--- src/rtl/core/ianp_pkg.sv ---
// ----------------------------------------------------------------------------
// ianp_pkg
// Shared constants, types and tables of the negative-angle intra angular
// predictor: register codes, controller commands and projection tables.
// ----------------------------------------------------------------------------
`default_nettype none

package ianp_pkg;

  // Block geometry and field widths.
  localparam int MAX_BLOCK  = 32;
  localparam int PIX_W      = 8;
  localparam int BW_W       = 6;
  localparam int MODE_W     = 4;
  localparam int CFG_IDX_W  = 2;
  localparam int CFG_DATA_W = 6;
  localparam int ROW_DEPTH  = MAX_BLOCK / 2 + 1;
  localparam int ROW_AW     = 5;
  localparam int PAIR_W     = 4;
  localparam int ROWPOS_W   = 5;
  localparam int LDPOS_W    = 6;
  localparam int IDX_W      = 7;
  localparam int PROD_W     = 11;
  localparam int FRAC_W     = 5;

  // Configuration register indexes.
  typedef enum logic [CFG_IDX_W-1:0] {
    CFG_BLOCK_WIDTH = 2'd0,
    CFG_ANGLE_MODE  = 2'd1,
    CFG_VERTICAL    = 2'd2
  } cfg_reg_e;

  // Command codes of an input beat.
  typedef enum logic {
    FUNC_LOAD = 1'b0,
    FUNC_ROW  = 1'b1
  } func_e;

  // Commands from the controller to the datapath.
  typedef struct packed {
    logic load;
    logic row_start;
    logic prime;
    logic run;
    logic last_pair;
  } cmd_t;

  // Status from the datapath to the controller.
  typedef struct packed {
    logic [PAIR_W-1:0] pairs_m1;
  } status_t;

  // Projection of negative main indices onto the side reference, one row per mode.
  localparam logic [5:0] PROJ_TAB [8][32] = '{
    '{6'd16, 6'd32, 6'd0, 6'd0, 6'd0, 6'd0, 6'd0, 6'd0,
      6'd0, 6'd0, 6'd0, 6'd0, 6'd0, 6'd0, 6'd0, 6'd0,
      6'd0, 6'd0, 6'd0, 6'd0, 6'd0, 6'd0, 6'd0, 6'd0,
      6'd0, 6'd0, 6'd0, 6'd0, 6'd0, 6'd0, 6'd0, 6'd0},
    '{6'd6, 6'd13, 6'd19, 6'd26, 6'd32, 6'd0, 6'd0, 6'd0,
      6'd0, 6'd0, 6'd0, 6'd0, 6'd0, 6'd0, 6'd0, 6'd0,
      6'd0, 6'd0, 6'd0, 6'd0, 6'd0, 6'd0, 6'd0, 6'd0,
      6'd0, 6'd0, 6'd0, 6'd0, 6'd0, 6'd0, 6'd0, 6'd0},
    '{6'd4, 6'd7, 6'd11, 6'd14, 6'd18, 6'd21, 6'd25, 6'd28,
      6'd32, 6'd0, 6'd0, 6'd0, 6'd0, 6'd0, 6'd0, 6'd0,
      6'd0, 6'd0, 6'd0, 6'd0, 6'd0, 6'd0, 6'd0, 6'd0,
      6'd0, 6'd0, 6'd0, 6'd0, 6'd0, 6'd0, 6'd0, 6'd0},
    '{6'd2, 6'd5, 6'd7, 6'd10, 6'd12, 6'd15, 6'd17, 6'd20,
      6'd22, 6'd25, 6'd27, 6'd30, 6'd32, 6'd0, 6'd0, 6'd0,
      6'd0, 6'd0, 6'd0, 6'd0, 6'd0, 6'd0, 6'd0, 6'd0,
      6'd0, 6'd0, 6'd0, 6'd0, 6'd0, 6'd0, 6'd0, 6'd0},
    '{6'd2, 6'd4, 6'd6, 6'd8, 6'd9, 6'd11, 6'd13, 6'd15,
      6'd17, 6'd19, 6'd21, 6'd23, 6'd24, 6'd26, 6'd28, 6'd30,
      6'd32, 6'd0, 6'd0, 6'd0, 6'd0, 6'd0, 6'd0, 6'd0,
      6'd0, 6'd0, 6'd0, 6'd0, 6'd0, 6'd0, 6'd0, 6'd0},
    '{6'd2, 6'd3, 6'd5, 6'd6, 6'd8, 6'd9, 6'd11, 6'd12,
      6'd14, 6'd15, 6'd17, 6'd18, 6'd20, 6'd21, 6'd23, 6'd24,
      6'd26, 6'd27, 6'd29, 6'd30, 6'd32, 6'd0, 6'd0, 6'd0,
      6'd0, 6'd0, 6'd0, 6'd0, 6'd0, 6'd0, 6'd0, 6'd0},
    '{6'd1, 6'd2, 6'd4, 6'd5, 6'd6, 6'd7, 6'd9, 6'd10,
      6'd11, 6'd12, 6'd14, 6'd15, 6'd16, 6'd17, 6'd18, 6'd20,
      6'd21, 6'd22, 6'd23, 6'd25, 6'd26, 6'd27, 6'd28, 6'd30,
      6'd31, 6'd32, 6'd0, 6'd0, 6'd0, 6'd0, 6'd0, 6'd0},
    '{6'd1, 6'd2, 6'd3, 6'd4, 6'd5, 6'd6, 6'd7, 6'd8,
      6'd9, 6'd10, 6'd11, 6'd12, 6'd13, 6'd14, 6'd15, 6'd16,
      6'd17, 6'd18, 6'd19, 6'd20, 6'd21, 6'd22, 6'd23, 6'd24,
      6'd25, 6'd26, 6'd27, 6'd28, 6'd29, 6'd30, 6'd31, 6'd32}
  };

  // Angle step per mode; modes above eight use the steepest angle.
  function automatic logic [5:0] angle_of(input logic [MODE_W-1:0] mode);
    logic [5:0] ang;
    case (mode)
      4'd0:    ang = 6'd0;
      4'd1:    ang = 6'd2;
      4'd2:    ang = 6'd5;
      4'd3:    ang = 6'd9;
      4'd4:    ang = 6'd13;
      4'd5:    ang = 6'd17;
      4'd6:    ang = 6'd21;
      4'd7:    ang = 6'd26;
      default: ang = 6'd32;
    endcase
    return ang;
  endfunction

  // Side reference entry for a projected index.
  function automatic logic [5:0] proj_of(input logic [2:0] mode_m1, input logic [4:0] n);
    return PROJ_TAB[mode_m1][n];
  endfunction

endpackage

`default_nettype wire

--- src/rtl/core/ianp_ctrl.sv ---
// ----------------------------------------------------------------------------
// ianp_ctrl
// Controller of the predictor: takes command beats, sequences one row as a
// priming read followed by one read per pixel pair.
// ----------------------------------------------------------------------------
`default_nettype none

module ianp_ctrl import ianp_pkg::*; (
  input  wire logic    clk_i,
  input  wire logic    rst_ni,
  input  wire logic    start_i,
  input  wire logic    func_i,
  input  wire status_t status_i,
  output logic         busy_o,
  output cmd_t         cmd_o
);

  typedef enum logic [2:0] {
    ST_IDLE  = 3'b001,
    ST_PRIME = 3'b010,
    ST_RUN   = 3'b100
  } state_e;

  state_e            state_q, state_d;
  logic [PAIR_W-1:0] k_q, k_d;

  // Next state and command decode.
  always_comb begin
    state_d = state_q;
    k_d     = k_q;
    cmd_o   = '0;
    case (state_q)
      ST_IDLE: begin
        if (start_i) begin
          if (func_e'(func_i) == FUNC_ROW) begin
            cmd_o.row_start = 1'b1;
            state_d         = ST_PRIME;
          end else begin
            cmd_o.load = 1'b1;
          end
        end
      end
      ST_PRIME: begin
        cmd_o.prime = 1'b1;
        k_d         = '0;
        state_d     = ST_RUN;
      end
      ST_RUN: begin
        cmd_o.run       = 1'b1;
        cmd_o.last_pair = (k_q == status_i.pairs_m1);
        if (k_q == status_i.pairs_m1) begin
          state_d = ST_IDLE;
        end else begin
          k_d = k_q + 4'd1;
        end
      end
      default: begin
        state_d = ST_IDLE;
      end
    endcase
  end

  assign busy_o = (state_q != ST_IDLE);

  // State and pair counter.
  always_ff @(posedge clk_i or negedge rst_ni) begin
    if (!rst_ni) begin
      state_q <= ST_IDLE;
      k_q     <= '0;
    end else begin
      state_q <= state_d;
      k_q     <= k_d;
    end
  end

`ifndef SYNTH
  // A priming read is always followed by the pair reads.
  assert property (@(posedge clk_i) disable iff (!rst_ni)
    cmd_o.prime |=> (state_q == ST_RUN))
    else $error("ianp_ctrl: priming read not followed by pair reads");

  // The last pair read closes the row.
  assert property (@(posedge clk_i) disable iff (!rst_ni)
    (cmd_o.run && cmd_o.last_pair) |=> (state_q == ST_IDLE))
    else $error("ianp_ctrl: row did not end after last pair");

  // Within a row the pair counter steps by one.
  assert property (@(posedge clk_i) disable iff (!rst_ni)
    (state_q == ST_RUN) |=> ((state_q == ST_IDLE) || (k_q == 4'($past(k_q) + 4'd1))))
    else $error("ianp_ctrl: pair counter skipped");
`endif

endmodule

`default_nettype wire

--- src/rtl/core/ianp_dp.sv ---
// ----------------------------------------------------------------------------
// ianp_dp
// Datapath of the predictor: reference stores, load and row positions,
// fetch address decode, and the two-tap interpolation of one pixel pair.
// ----------------------------------------------------------------------------
`default_nettype none

module ianp_dp import ianp_pkg::*; (
  input  wire logic              clk_i,
  input  wire logic              rst_ni,
  input  wire logic              restart_i,
  input  wire logic [BW_W-1:0]   block_width_i,
  input  wire logic [MODE_W-1:0] angle_mode_i,
  input  wire logic              vertical_i,
  input  wire logic [PIX_W-1:0]  a_even_i,
  input  wire logic [PIX_W-1:0]  a_odd_i,
  input  wire logic [PIX_W-1:0]  b_even_i,
  input  wire logic [PIX_W-1:0]  b_odd_i,
  input  wire cmd_t              cmd_i,
  output status_t                status_o,
  output logic [PIX_W-1:0]       pixel_first_o,
  output logic [PIX_W-1:0]       pixel_second_o,
  output logic                   row_end_o,
  output logic                   block_end_o,
  output logic                   out_valid_o
);

  typedef struct packed {
    logic       zero;
    logic       bank_a;
    logic [5:0] entry;
  } fetch_t;

  typedef struct packed {
    logic zero;
    logic bank_a;
    logic lane;
  } sel_t;

  // Decode of one signed main index into a store, an entry, or a zero read.
  function automatic fetch_t decode(input logic [IDX_W-1:0] x, input logic [MODE_W-1:0] m,
                                    input logic vert);
    fetch_t     res;
    logic [4:0] n;
    res = '0;
    n   = ~x[4:0];
    if (x[IDX_W-1]) begin
      res.bank_a = ~vert;
      if (m == 4'd0) begin
        res.zero = 1'b1;
      end else begin
        res.entry = proj_of(3'(m - 4'd1), n);
      end
    end else begin
      res.bank_a = vert;
      if (x[5:0] > 6'd32) begin
        res.zero = 1'b1;
      end else begin
        res.entry = x[5:0];
      end
    end
    return res;
  endfunction

  // Selected pixel out of the two registered row words.
  function automatic logic [PIX_W-1:0] pick(input sel_t s, input logic [2*PIX_W-1:0] wa,
                                            input logic [2*PIX_W-1:0] wb);
    logic [2*PIX_W-1:0] w;
    w = s.bank_a ? wa : wb;
    if (s.zero) begin
      return '0;
    end
    return s.lane ? w[2*PIX_W-1:PIX_W] : w[PIX_W-1:0];
  endfunction

  // Rounded two-tap blend with weights (32 - f) and f.
  function automatic logic [PIX_W-1:0] blend(input logic [PIX_W-1:0] p0,
                                             input logic [PIX_W-1:0] p1,
                                             input logic [FRAC_W-1:0] f);
    logic [5:0]  w0;
    logic [13:0] acc;
    w0  = 6'd32 - {1'b0, f};
    acc = 14'({6'd0, p0} * {8'd0, w0}) + 14'({6'd0, p1} * {9'd0, f}) + 14'd16;
    return acc[12:5];
  endfunction

  // Positions, row geometry and the reference stores.
  logic [LDPOS_W-1:0]   load_pos_q;
  logic [ROWPOS_W-1:0]  row_pos_q;
  logic [PROD_W-1:0]    p_q;
  logic                 last_row_q;
  logic signed [IDX_W-1:0] cur_q;
  logic [2*PIX_W-1:0]   mem_a [ROW_DEPTH];
  logic [2*PIX_W-1:0]   mem_b [ROW_DEPTH];

  // Read stage and output stage.
  logic [2*PIX_W-1:0]   rd_a0_q, rd_a1_q, rd_b0_q, rd_b1_q;
  sel_t                 sel0_q, sel1_q;
  logic                 prime_q, run_q, last_pair_q, blk_q;
  logic [PIX_W-1:0]     v0_q;
  logic [PIX_W-1:0]     pix0_q, pix1_q;
  logic                 row_end_q, block_end_q, out_valid_q;

  logic [BW_W-1:0]      lim;
  logic [BW_W-1:0]      rows;
  logic [BW_W-1:0]      r1;
  logic                 last_row;
  logic [4:0]           half;
  logic [MODE_W-1:0]    eff_m;
  logic [11:0]          prod_full;
  logic [11:0]          ceil_sum;
  logic [IDX_W-1:0]     dint;
  logic [FRAC_W-1:0]    frac;
  logic [IDX_W-1:0]     x0, x1;
  fetch_t               fe0, fe1;
  logic [ROW_AW-1:0]    rd_row0, rd_row1;
  logic [ROW_AW-1:0]    ld_row;
  logic                 ld_wr;
  logic [PIX_W-1:0]     val0, val1;

  // Load limit, row count and pairs per row from the block width.
  always_comb begin
    lim  = (block_width_i <= 6'd32 && !block_width_i[0]) ? block_width_i : 6'd32;
    rows = (block_width_i >= 6'd1 && block_width_i <= 6'd32) ? block_width_i : 6'd32;
    half = block_width_i[5:1];
    if (block_width_i >= 6'd2 && block_width_i <= 6'd32 && !block_width_i[0]) begin
      status_o.pairs_m1 = 4'(half - 5'd1);
    end else begin
      status_o.pairs_m1 = 4'd15;
    end
    r1       = {1'b0, row_pos_q} + 6'd1;
    last_row = (r1 >= rows);
    eff_m    = (angle_mode_i > 4'd8) ? 4'd8 : angle_mode_i;
    prod_full = {6'd0, r1} * {6'd0, angle_of(angle_mode_i)};
  end

  // Integer offset and fraction of the current row.
  always_comb begin
    ceil_sum = {1'b0, p_q} + 12'd31;
    dint     = 7'd1 - ceil_sum[11:5];
    frac     = 5'd0 - p_q[4:0];
  end

  // Fetch addresses: the priming read takes the row offset, pair reads the cursor.
  always_comb begin
    x0      = cmd_i.prime ? dint : cur_q;
    x1      = x0 + 7'd1;
    fe0     = decode(x0, eff_m, vertical_i);
    fe1     = decode(x1, eff_m, vertical_i);
    rd_row0 = fe0.entry[5:1];
    rd_row1 = fe1.entry[5:1];
    ld_row  = load_pos_q[5:1];
    ld_wr   = cmd_i.load && (load_pos_q <= lim);
  end

  // Reference stores: one two-pixel row written per load beat, two rows read.
  // At the load limit only the even pixel is written; the odd entry keeps its value.
  always_ff @(posedge clk_i) begin
    if (ld_wr) begin
      mem_a[ld_row][PIX_W-1:0] <= a_even_i;
      mem_b[ld_row][PIX_W-1:0] <= b_even_i;
      if (load_pos_q != lim) begin
        mem_a[ld_row][2*PIX_W-1:PIX_W] <= a_odd_i;
        mem_b[ld_row][2*PIX_W-1:PIX_W] <= b_odd_i;
      end
    end
    if (cmd_i.prime || cmd_i.run) begin
      rd_a0_q <= mem_a[rd_row0];
      rd_a1_q <= mem_a[rd_row1];
      rd_b0_q <= mem_b[rd_row0];
      rd_b1_q <= mem_b[rd_row1];
    end
  end

  // Load and row positions.
  always_ff @(posedge clk_i or negedge rst_ni) begin
    if (!rst_ni) begin
      load_pos_q <= '0;
      row_pos_q  <= '0;
    end else if (restart_i) begin
      load_pos_q <= '0;
      row_pos_q  <= '0;
    end else if (cmd_i.row_start) begin
      if (last_row) begin
        load_pos_q <= '0;
        row_pos_q  <= '0;
      end else begin
        row_pos_q <= r1[ROWPOS_W-1:0];
      end
    end else if (ld_wr) begin
      load_pos_q <= (load_pos_q == lim) ? load_pos_q + 6'd1 : load_pos_q + 6'd2;
    end
  end

  // Row setup and fetch cursor.
  always_ff @(posedge clk_i) begin
    if (cmd_i.row_start) begin
      p_q        <= prod_full[PROD_W-1:0];
      last_row_q <= last_row;
    end
    if (cmd_i.prime) begin
      cur_q <= $signed(dint + 7'd1);
    end else if (cmd_i.run) begin
      cur_q <= cur_q + 7'sd2;
    end
  end

  // Read stage tags.
  always_ff @(posedge clk_i or negedge rst_ni) begin
    if (!rst_ni) begin
      prime_q     <= 1'b0;
      run_q       <= 1'b0;
      last_pair_q <= 1'b0;
      blk_q       <= 1'b0;
    end else begin
      prime_q     <= cmd_i.prime;
      run_q       <= cmd_i.run;
      last_pair_q <= cmd_i.run && cmd_i.last_pair;
      blk_q       <= cmd_i.run && cmd_i.last_pair && last_row_q;
    end
  end

  always_ff @(posedge clk_i) begin
    sel0_q <= '{zero: fe0.zero, bank_a: fe0.bank_a, lane: fe0.entry[0]};
    sel1_q <= '{zero: fe1.zero, bank_a: fe1.bank_a, lane: fe1.entry[0]};
  end

  assign val0 = pick(sel0_q, rd_a0_q, rd_b0_q);
  assign val1 = pick(sel1_q, rd_a1_q, rd_b1_q);

  // Interpolation stage: the carried pixel and two new ones make one pair.
  always_ff @(posedge clk_i) begin
    if (prime_q) begin
      v0_q <= val0;
    end else if (run_q) begin
      v0_q   <= val1;
      pix0_q <= blend(v0_q, val0, frac);
      pix1_q <= blend(val0, val1, frac);
    end
  end

  // Result strobe and row markers.
  always_ff @(posedge clk_i or negedge rst_ni) begin
    if (!rst_ni) begin
      out_valid_q <= 1'b0;
      row_end_q   <= 1'b0;
      block_end_q <= 1'b0;
    end else begin
      out_valid_q <= run_q;
      row_end_q   <= last_pair_q;
      block_end_q <= blk_q;
    end
  end

  assign pixel_first_o  = pix0_q;
  assign pixel_second_o = pix1_q;
  assign row_end_o      = row_end_q;
  assign block_end_o    = block_end_q;
  assign out_valid_o    = out_valid_q;

`ifndef SYNTH
  // Every pair read yields one result beat through the read and output stages.
  assert property (@(posedge clk_i) disable iff (!rst_ni)
    cmd_i.run |=> ##1 out_valid_q)
    else $error("ianp_dp: pair read produced no result");

  // The block end marker only comes with a row end.
  assert property (@(posedge clk_i) disable iff (!rst_ni)
    block_end_q |-> (row_end_q && out_valid_q))
    else $error("ianp_dp: block end without row end");

  // The load position never runs past one beyond the last entry.
  assert property (@(posedge clk_i) disable iff (!rst_ni)
    load_pos_q <= 6'd33)
    else $error("ianp_dp: load position out of range");
`endif

endmodule

`default_nettype wire

--- src/rtl/core/intra_angular_negative_predictor.sv ---
// ----------------------------------------------------------------------------
// intra_angular_negative_predictor
// Negative-angle intra angular predictor: loads two reference arrays and
// produces the predicted block one row per request, one pixel pair a beat.
// ----------------------------------------------------------------------------
//
// Channel   | Direction | Handshake                  | Payload
// ----------+-----------+----------------------------+------------------------------
// command   | in        | start high, busy low       | func, a/b even/odd pixels
// result    | out       | out_valid_o strobe         | pixel pair, row/block end
// config    | in        | cfg_we_i                   | cfg_idx_i, cfg_wdata_i
//
// A load beat leaves busy low, so the next beat may follow.
// A row request keeps busy high after its accept (one priming read, then
// one pair read a cycle), and a new command is taken once busy falls.
// Each pair is read from the two-port reference stores and leaves through
// the read stage and the output stage; a row's results stream on
// consecutive cycles and cannot be stalled. Reset clears positions and
// sets the configuration to its defaults; the stores hold no reset value.
// ----------------------------------------------------------------------------
`default_nettype none

module intra_angular_negative_predictor import ianp_pkg::*; (
  input  wire logic                  clk_i,
  input  wire logic                  rst_ni,
  input  wire logic                  start,
  output logic                       busy,
  input  wire logic                  func_i,
  input  wire logic [PIX_W-1:0]      a_even_i,
  input  wire logic [PIX_W-1:0]      a_odd_i,
  input  wire logic [PIX_W-1:0]      b_even_i,
  input  wire logic [PIX_W-1:0]      b_odd_i,
  input  wire logic                  cfg_we_i,
  input  wire logic [CFG_IDX_W-1:0]  cfg_idx_i,
  input  wire logic [CFG_DATA_W-1:0] cfg_wdata_i,
  output logic                       out_valid_o,
  output logic [PIX_W-1:0]           pixel_first_o,
  output logic [PIX_W-1:0]           pixel_second_o,
  output logic                       row_end_o,
  output logic                       block_end_o
);

  logic [BW_W-1:0]   block_width_q;
  logic [MODE_W-1:0] angle_mode_q;
  logic              vertical_q;
  logic              restart;
  logic              busy_int;
  logic              start_ok;
  cmd_t              cmd;
  status_t           status;

  // Configuration registers; any valid write restarts the block.
  always_comb begin
    restart = 1'b0;
    case (cfg_reg_e'(cfg_idx_i))
      CFG_BLOCK_WIDTH: restart = cfg_we_i;
      CFG_ANGLE_MODE:  restart = cfg_we_i;
      CFG_VERTICAL:    restart = cfg_we_i;
      default:         restart = 1'b0;
    endcase
  end

  always_ff @(posedge clk_i or negedge rst_ni) begin
    if (!rst_ni) begin
      block_width_q <= 6'd4;
      angle_mode_q  <= 4'd1;
      vertical_q    <= 1'b0;
    end else if (cfg_we_i) begin
      case (cfg_reg_e'(cfg_idx_i))
        CFG_BLOCK_WIDTH: block_width_q <= cfg_wdata_i;
        CFG_ANGLE_MODE:  angle_mode_q  <= cfg_wdata_i[MODE_W-1:0];
        CFG_VERTICAL:    vertical_q    <= cfg_wdata_i[0];
        default:         vertical_q    <= vertical_q;
      endcase
    end
  end

  assign start_ok = start;

  ianp_ctrl u_ctrl (
    .clk_i    (clk_i),
    .rst_ni   (rst_ni),
    .start_i  (start_ok),
    .func_i   (func_i),
    .status_i (status),
    .busy_o   (busy_int),
    .cmd_o    (cmd)
  );

  ianp_dp u_dp (
    .clk_i          (clk_i),
    .rst_ni         (rst_ni),
    .restart_i      (restart),
    .block_width_i  (block_width_q),
    .angle_mode_i   (angle_mode_q),
    .vertical_i     (vertical_q),
    .a_even_i       (a_even_i),
    .a_odd_i        (a_odd_i),
    .b_even_i       (b_even_i),
    .b_odd_i        (b_odd_i),
    .cmd_i          (cmd),
    .status_o       (status),
    .pixel_first_o  (pixel_first_o),
    .pixel_second_o (pixel_second_o),
    .row_end_o      (row_end_o),
    .block_end_o    (block_end_o),
    .out_valid_o    (out_valid_o)
  );

  assign busy = busy_int;

endmodule

`default_nettype wire

--- config.mk ---
export PLATFORM = sky130hd
export DESIGN_NAME = intra_angular_negative_predictor
export DESIGN_NICKNAME = d
export VERILOG_FILES = /design/src/rtl/core/ianp_pkg.sv /design/src/rtl/core/ianp_ctrl.sv /design/src/rtl/core/ianp_dp.sv /design/src/rtl/core/intra_angular_negative_predictor.sv
export SDC_FILE = /design/constraint.sdc
export NUM_CORES = 2
export LEC_CHECK = 0
export BUFFER_PORTS_ARGS = -buffer_cell sky130_fd_sc_hd__buf_4
export CAP_MARGIN = 5
export CORE_MARGIN = 10
export CORE_UTILIZATION = 55
export CTS_BUF_LIST = sky130_fd_sc_hd__clkbuf_16
export CTS_CLUSTER_SIZE = 14
export DETAILED_ROUTE_END_ITERATION = 8
export GPL_ROUTABILITY_DRIVEN = 0
export PLACE_DENSITY = 0.71
export RECOVER_POWER = 50
export SETUP_SLACK_MARGIN = 0.4
export SLEW_MARGIN = 15
export SYNTH_ARGS = -nofsm -noshare
export SYNTH_HDL_FRONTEND = slang
export SYNTH_HIERARCHICAL = 1
export SYNTH_SLANG_ARGS = --single-unit
--- constraint.sdc ---
create_clock -name clk_i -period 9.17 [get_ports clk_i]
set_input_delay 2.751 -clock clk_i [delete_from_list [all_inputs] [get_ports clk_i]]
set_output_delay 2.751 -clock clk_i [all_outputs]
set_load 0.01 [all_outputs]
==> qor.yml <==
setup_path:
  cpMaxStageDelayCell: "and3_4"
  crit_type: "flop to flop"
  cp-start-kind: "flop"
  crit_path_max_incr_delay_ns: 0.95
  cp_num_cells: 21
  crit_path_end_kind: "flop"
  reg2reg_slack_ns: 1.35
  cp_cell_sequence: "inv_1 -> ha_1 -> or4b_1 -> and2_1 -> xor2_1 -> inv_1 -> ha_1 -> xor2_1 -> or4_1 -> o221ai_2 -> buf_4 -> nor2_1 -> or2_2 -> o21a_1 -> o221ai_1 -> and3_4 -> buf_4 -> a21oi_1 -> a221oi_1 -> a31oi_1 -> a221oi_2"
  reg2reg_depth: 21
  crit_arrival_ns: 8.26
  required_ns: 9.62
  crit_family: "simple AND/OR/NAND/NOR gates"
  crit_buf_inv: 4
  crit_fanout: 67
logic_synthesis:
  synth_edf_count: 651
  syn_inst: 3754
  synthDistinctLibCells: 98
  synth_top_family_by_area: "compound AO/OA/AOI/OAI gates"
  syn_area_per_cell_sq_um: 11.4
  synth_compound_area_frac: 0.123
  syn_nets: 4076
  synth_top_area_frac: 0.458
  synthTopCellsByArea: "edfxtp_1 46%, mux2i_1 8.8%, fa_1 6.4%"
  ys_ff_latch: 693
  async_reset_ff_frac: 0.0519
  yosys_warnings: 6
  synth_area_sq_um: 42700
  synth.largest_area_cell: "edfxtp_1"
  synth_ff_type: "edfxtp_1"
  synth-adder-area-share: 0.105
  seq_area_frac_synth: 0.482
  synth-xor-area-share: 0.0151
  synthMuxAreaShare: 0.116
  yosys.area_share.simple: 0.114
detailed_routing:
  first_pass_iters: 7
  drtIter0Drc: 3876
  routed_wirelength_mm: 127
  wl_per_cell_um: 26.2
  drc_errors: 0
  drtAntennaViolNets: 0
  vias: 31700
  vias_per_cell: 6.55
cts:
  clk_latency_ns: 0.64
  cts-resized-gates: 0
  clk_path_buf_depth: 3
  cts.sink_count: 693
  htreeDepth: 3
  cts_setup_buffers: 0
  cts_tree: "done"
  cts_buffers: 74
  clk_pin_slew_ns: 0.06
  ctsRootBufferMaster: "clkbuf_16"
  hold_buffers: 0
sta:
  setup_violations: 0
  hold_viol_final: 0
  fmax_ghz: 0.128
  skew_ns: 0.0297
  rsz0062_at_grt: "false"
  slew_headroom: -1.31
  slew_violations: 127
  tns_ns: 0
  post-route-period-util: 0.852
  worst_pin_slew_ns: 3.47
  fin_crit_ns: 7.82
power_and_ir_drop:
  p_total_w: 0.0112
  peakVddDrop_mv: 0.205
  leakage_nw: 17.1
  p_per_area_nw_per_um2: 239
floorplanning:
  fp.dieW_um: 299
  dieArea_sq_um: 89100
  core_sq_um: 77200
  rows: 102
  start_util: 0.553
  ioPinCount: 65
  die_h_um: 299
grt:
  grt_pass1_vias: 30900
  grt_overflow: 0
  grt_first_pass_wirelength_mm: 191
  track_usage: 0.278
  grt_max_degree: 103
  antenna_found_initial: 4
status:
  failed_checks: "max-capacitance violations, max-slew violations"
  status: "finished with violations"
hold_path:
  whs_path_depth: 0
  hold_path_class: "flop to flop"
place:
  placedCellCount: 4707
  dpl-instance-area_sq_um: 44500
  portBuffers: 64
  dp_hpwl_mm: 82.8
layout:
  multi_input_area_sq_um: 20400
  syn_to_final_growth_pct: 9.37
  nets: 4065
  diodes: 0
  final_cells: 4842
  postLayoutCoreUtil: 0.604
  regArea_sq_um: 20600
  drive_gt1_frac: 0.115
  postLayoutCellArea_sq_um: 46700
  fillers: 6184
flow_run:
  cap_violations: 4
-- registers in the layout, summed over array words and instances (netlist names), 7 cells and up --
| register | count |
|---|---|
| u_dp/pixel_first_o | 8 |
| u_dp/rd_a0_q | 16 |
| u_dp/cur_q | 7 |
| u_dp/p_q | 11 |
| u_dp/mem_a | 272 |
| u_dp/v0_q | 8 |
| u_dp/mem_b | 272 |
| u_dp/rd_b1_q | 16 |
| u_dp/rd_a1_q | 16 |
| u_dp/rd_b0_q | 16 |
| u_dp/pixel_second_o | 8 |
-- metrics by stage --
step | setup WS [ns] | hold slack [ns]
6_report | 1.35 | 0.347
5_1_grt | 1.02 | 0.353
4_1_cts | 1.51 | 0.349
3_5_place_dp | 1.53 | 0.337
3_3_place_gp | 1.75 | 0.334
2_1_floorplan | 2.08 | 0.331
-- synth_stat cells (all sizes together), types with 65 or more instances --
cell type    n
edfxtp     651
nand2      433
mux2i      375
nor2       238
inv        210
clkbuf     166
a21oi      143
ha         141
fa         136
nand3      101
o21ai       95
buf         87
mux2        83
a22oi       71
a221oi      65
-- per-layer routing --
layer,wire length [um],GRT usage,vias to the layer above
met3,13200,0.0591,446
met1,47300,0.352,15500
met4,6860,0.128,0
li1,-,-,13900
met5,0,0,-
met2,59400,0.454,1923
-- logic make-up (layout without fill, tap and decap cells) --
family / Yosys count / count (layout)
AND/OR/NAND/NOR: 1056 / 1056
AO/OA/AOI/OAI: 720 / 720
flip-flops: 693 / 693
multiplexers: 469 / 469
buffers and inverters: 466 / 514
adder cells (fa/ha/maj): 277 / 277
XOR/XNOR: 72 / 72
other: 1 / 1
-- power by group --
| group | internal (W) | switching, W |
|---|---|---|
| logic | 0.00176 | 0.00269 |
| registers | 0.00369 | 0.0000745 |
| clock network | 0.00168 | 0.00127 |
| total | 0.00713 | 0.00403 |
-- layout make-up --
cell class | instances | area share
sequential | 693 | 0.441
multi-input combinational | 2595 | 0.437
clock buffer | 74 | 0.0397
tap | 1040 | 0.0279
timing repair buffer | 166 | 0.0264
inverter | 213 | 0.0171
clock inverter | 61 | 0.0114
-- layout by cell type, fill, tap and decap left out, types with 33 or more instances in the layout --
master     Yosys  layout
a311oi_1      36      36
fa_1         136     136
buf_4          3     118
edfxtp_1     651     651
nor3b_1       32      33
o22ai_1       44      43
inv_1        209     224
nand3_1      101     100
nor2_1       238     201
mux2i_1      375     375
nor3_1        40      38
a22oi_1       70      70
clkbuf_1     165      37
o21ai_1       35      35
clkbuf_16      0      74
a211oi_1      59      59
dfrtp_1       33      33
nor2_2         0      34
nand2_1      433     433
o21ai_0       59      59
a221oi_1      35      35
xnor2_1       50      50
ha_1         141     141
a31oi_1       41      41
mux2_2        81      80
a21oi_1      143     142
o221ai_1      37      36
and2_1        63      54
-- path summary, 6_finish.rpt --
check                                           start                       endpoint
max reg2reg                     u_dp/p_q[0]$_DFFE_PP_      u_dp/rd_b1_q[7]$_DFFE_PN_
min                        u_dp/last_pair_q$_DFF_PN0_       u_dp/row_end_o$_DFF_PN0_
min reg2reg                u_dp/last_pair_q$_DFF_PN0_       u_dp/row_end_o$_DFF_PN0_
min in group asynchronous                      rst_ni  u_ctrl/state_q[1]$_DFFE_PN0P_
max                             u_dp/p_q[0]$_DFFE_PP_      u_dp/rd_b1_q[7]$_DFFE_PN_
max in group asynchronous                      rst_ni         u_dp/prime_q$_DFF_PN0_
(Power assumes the default switching activity.)
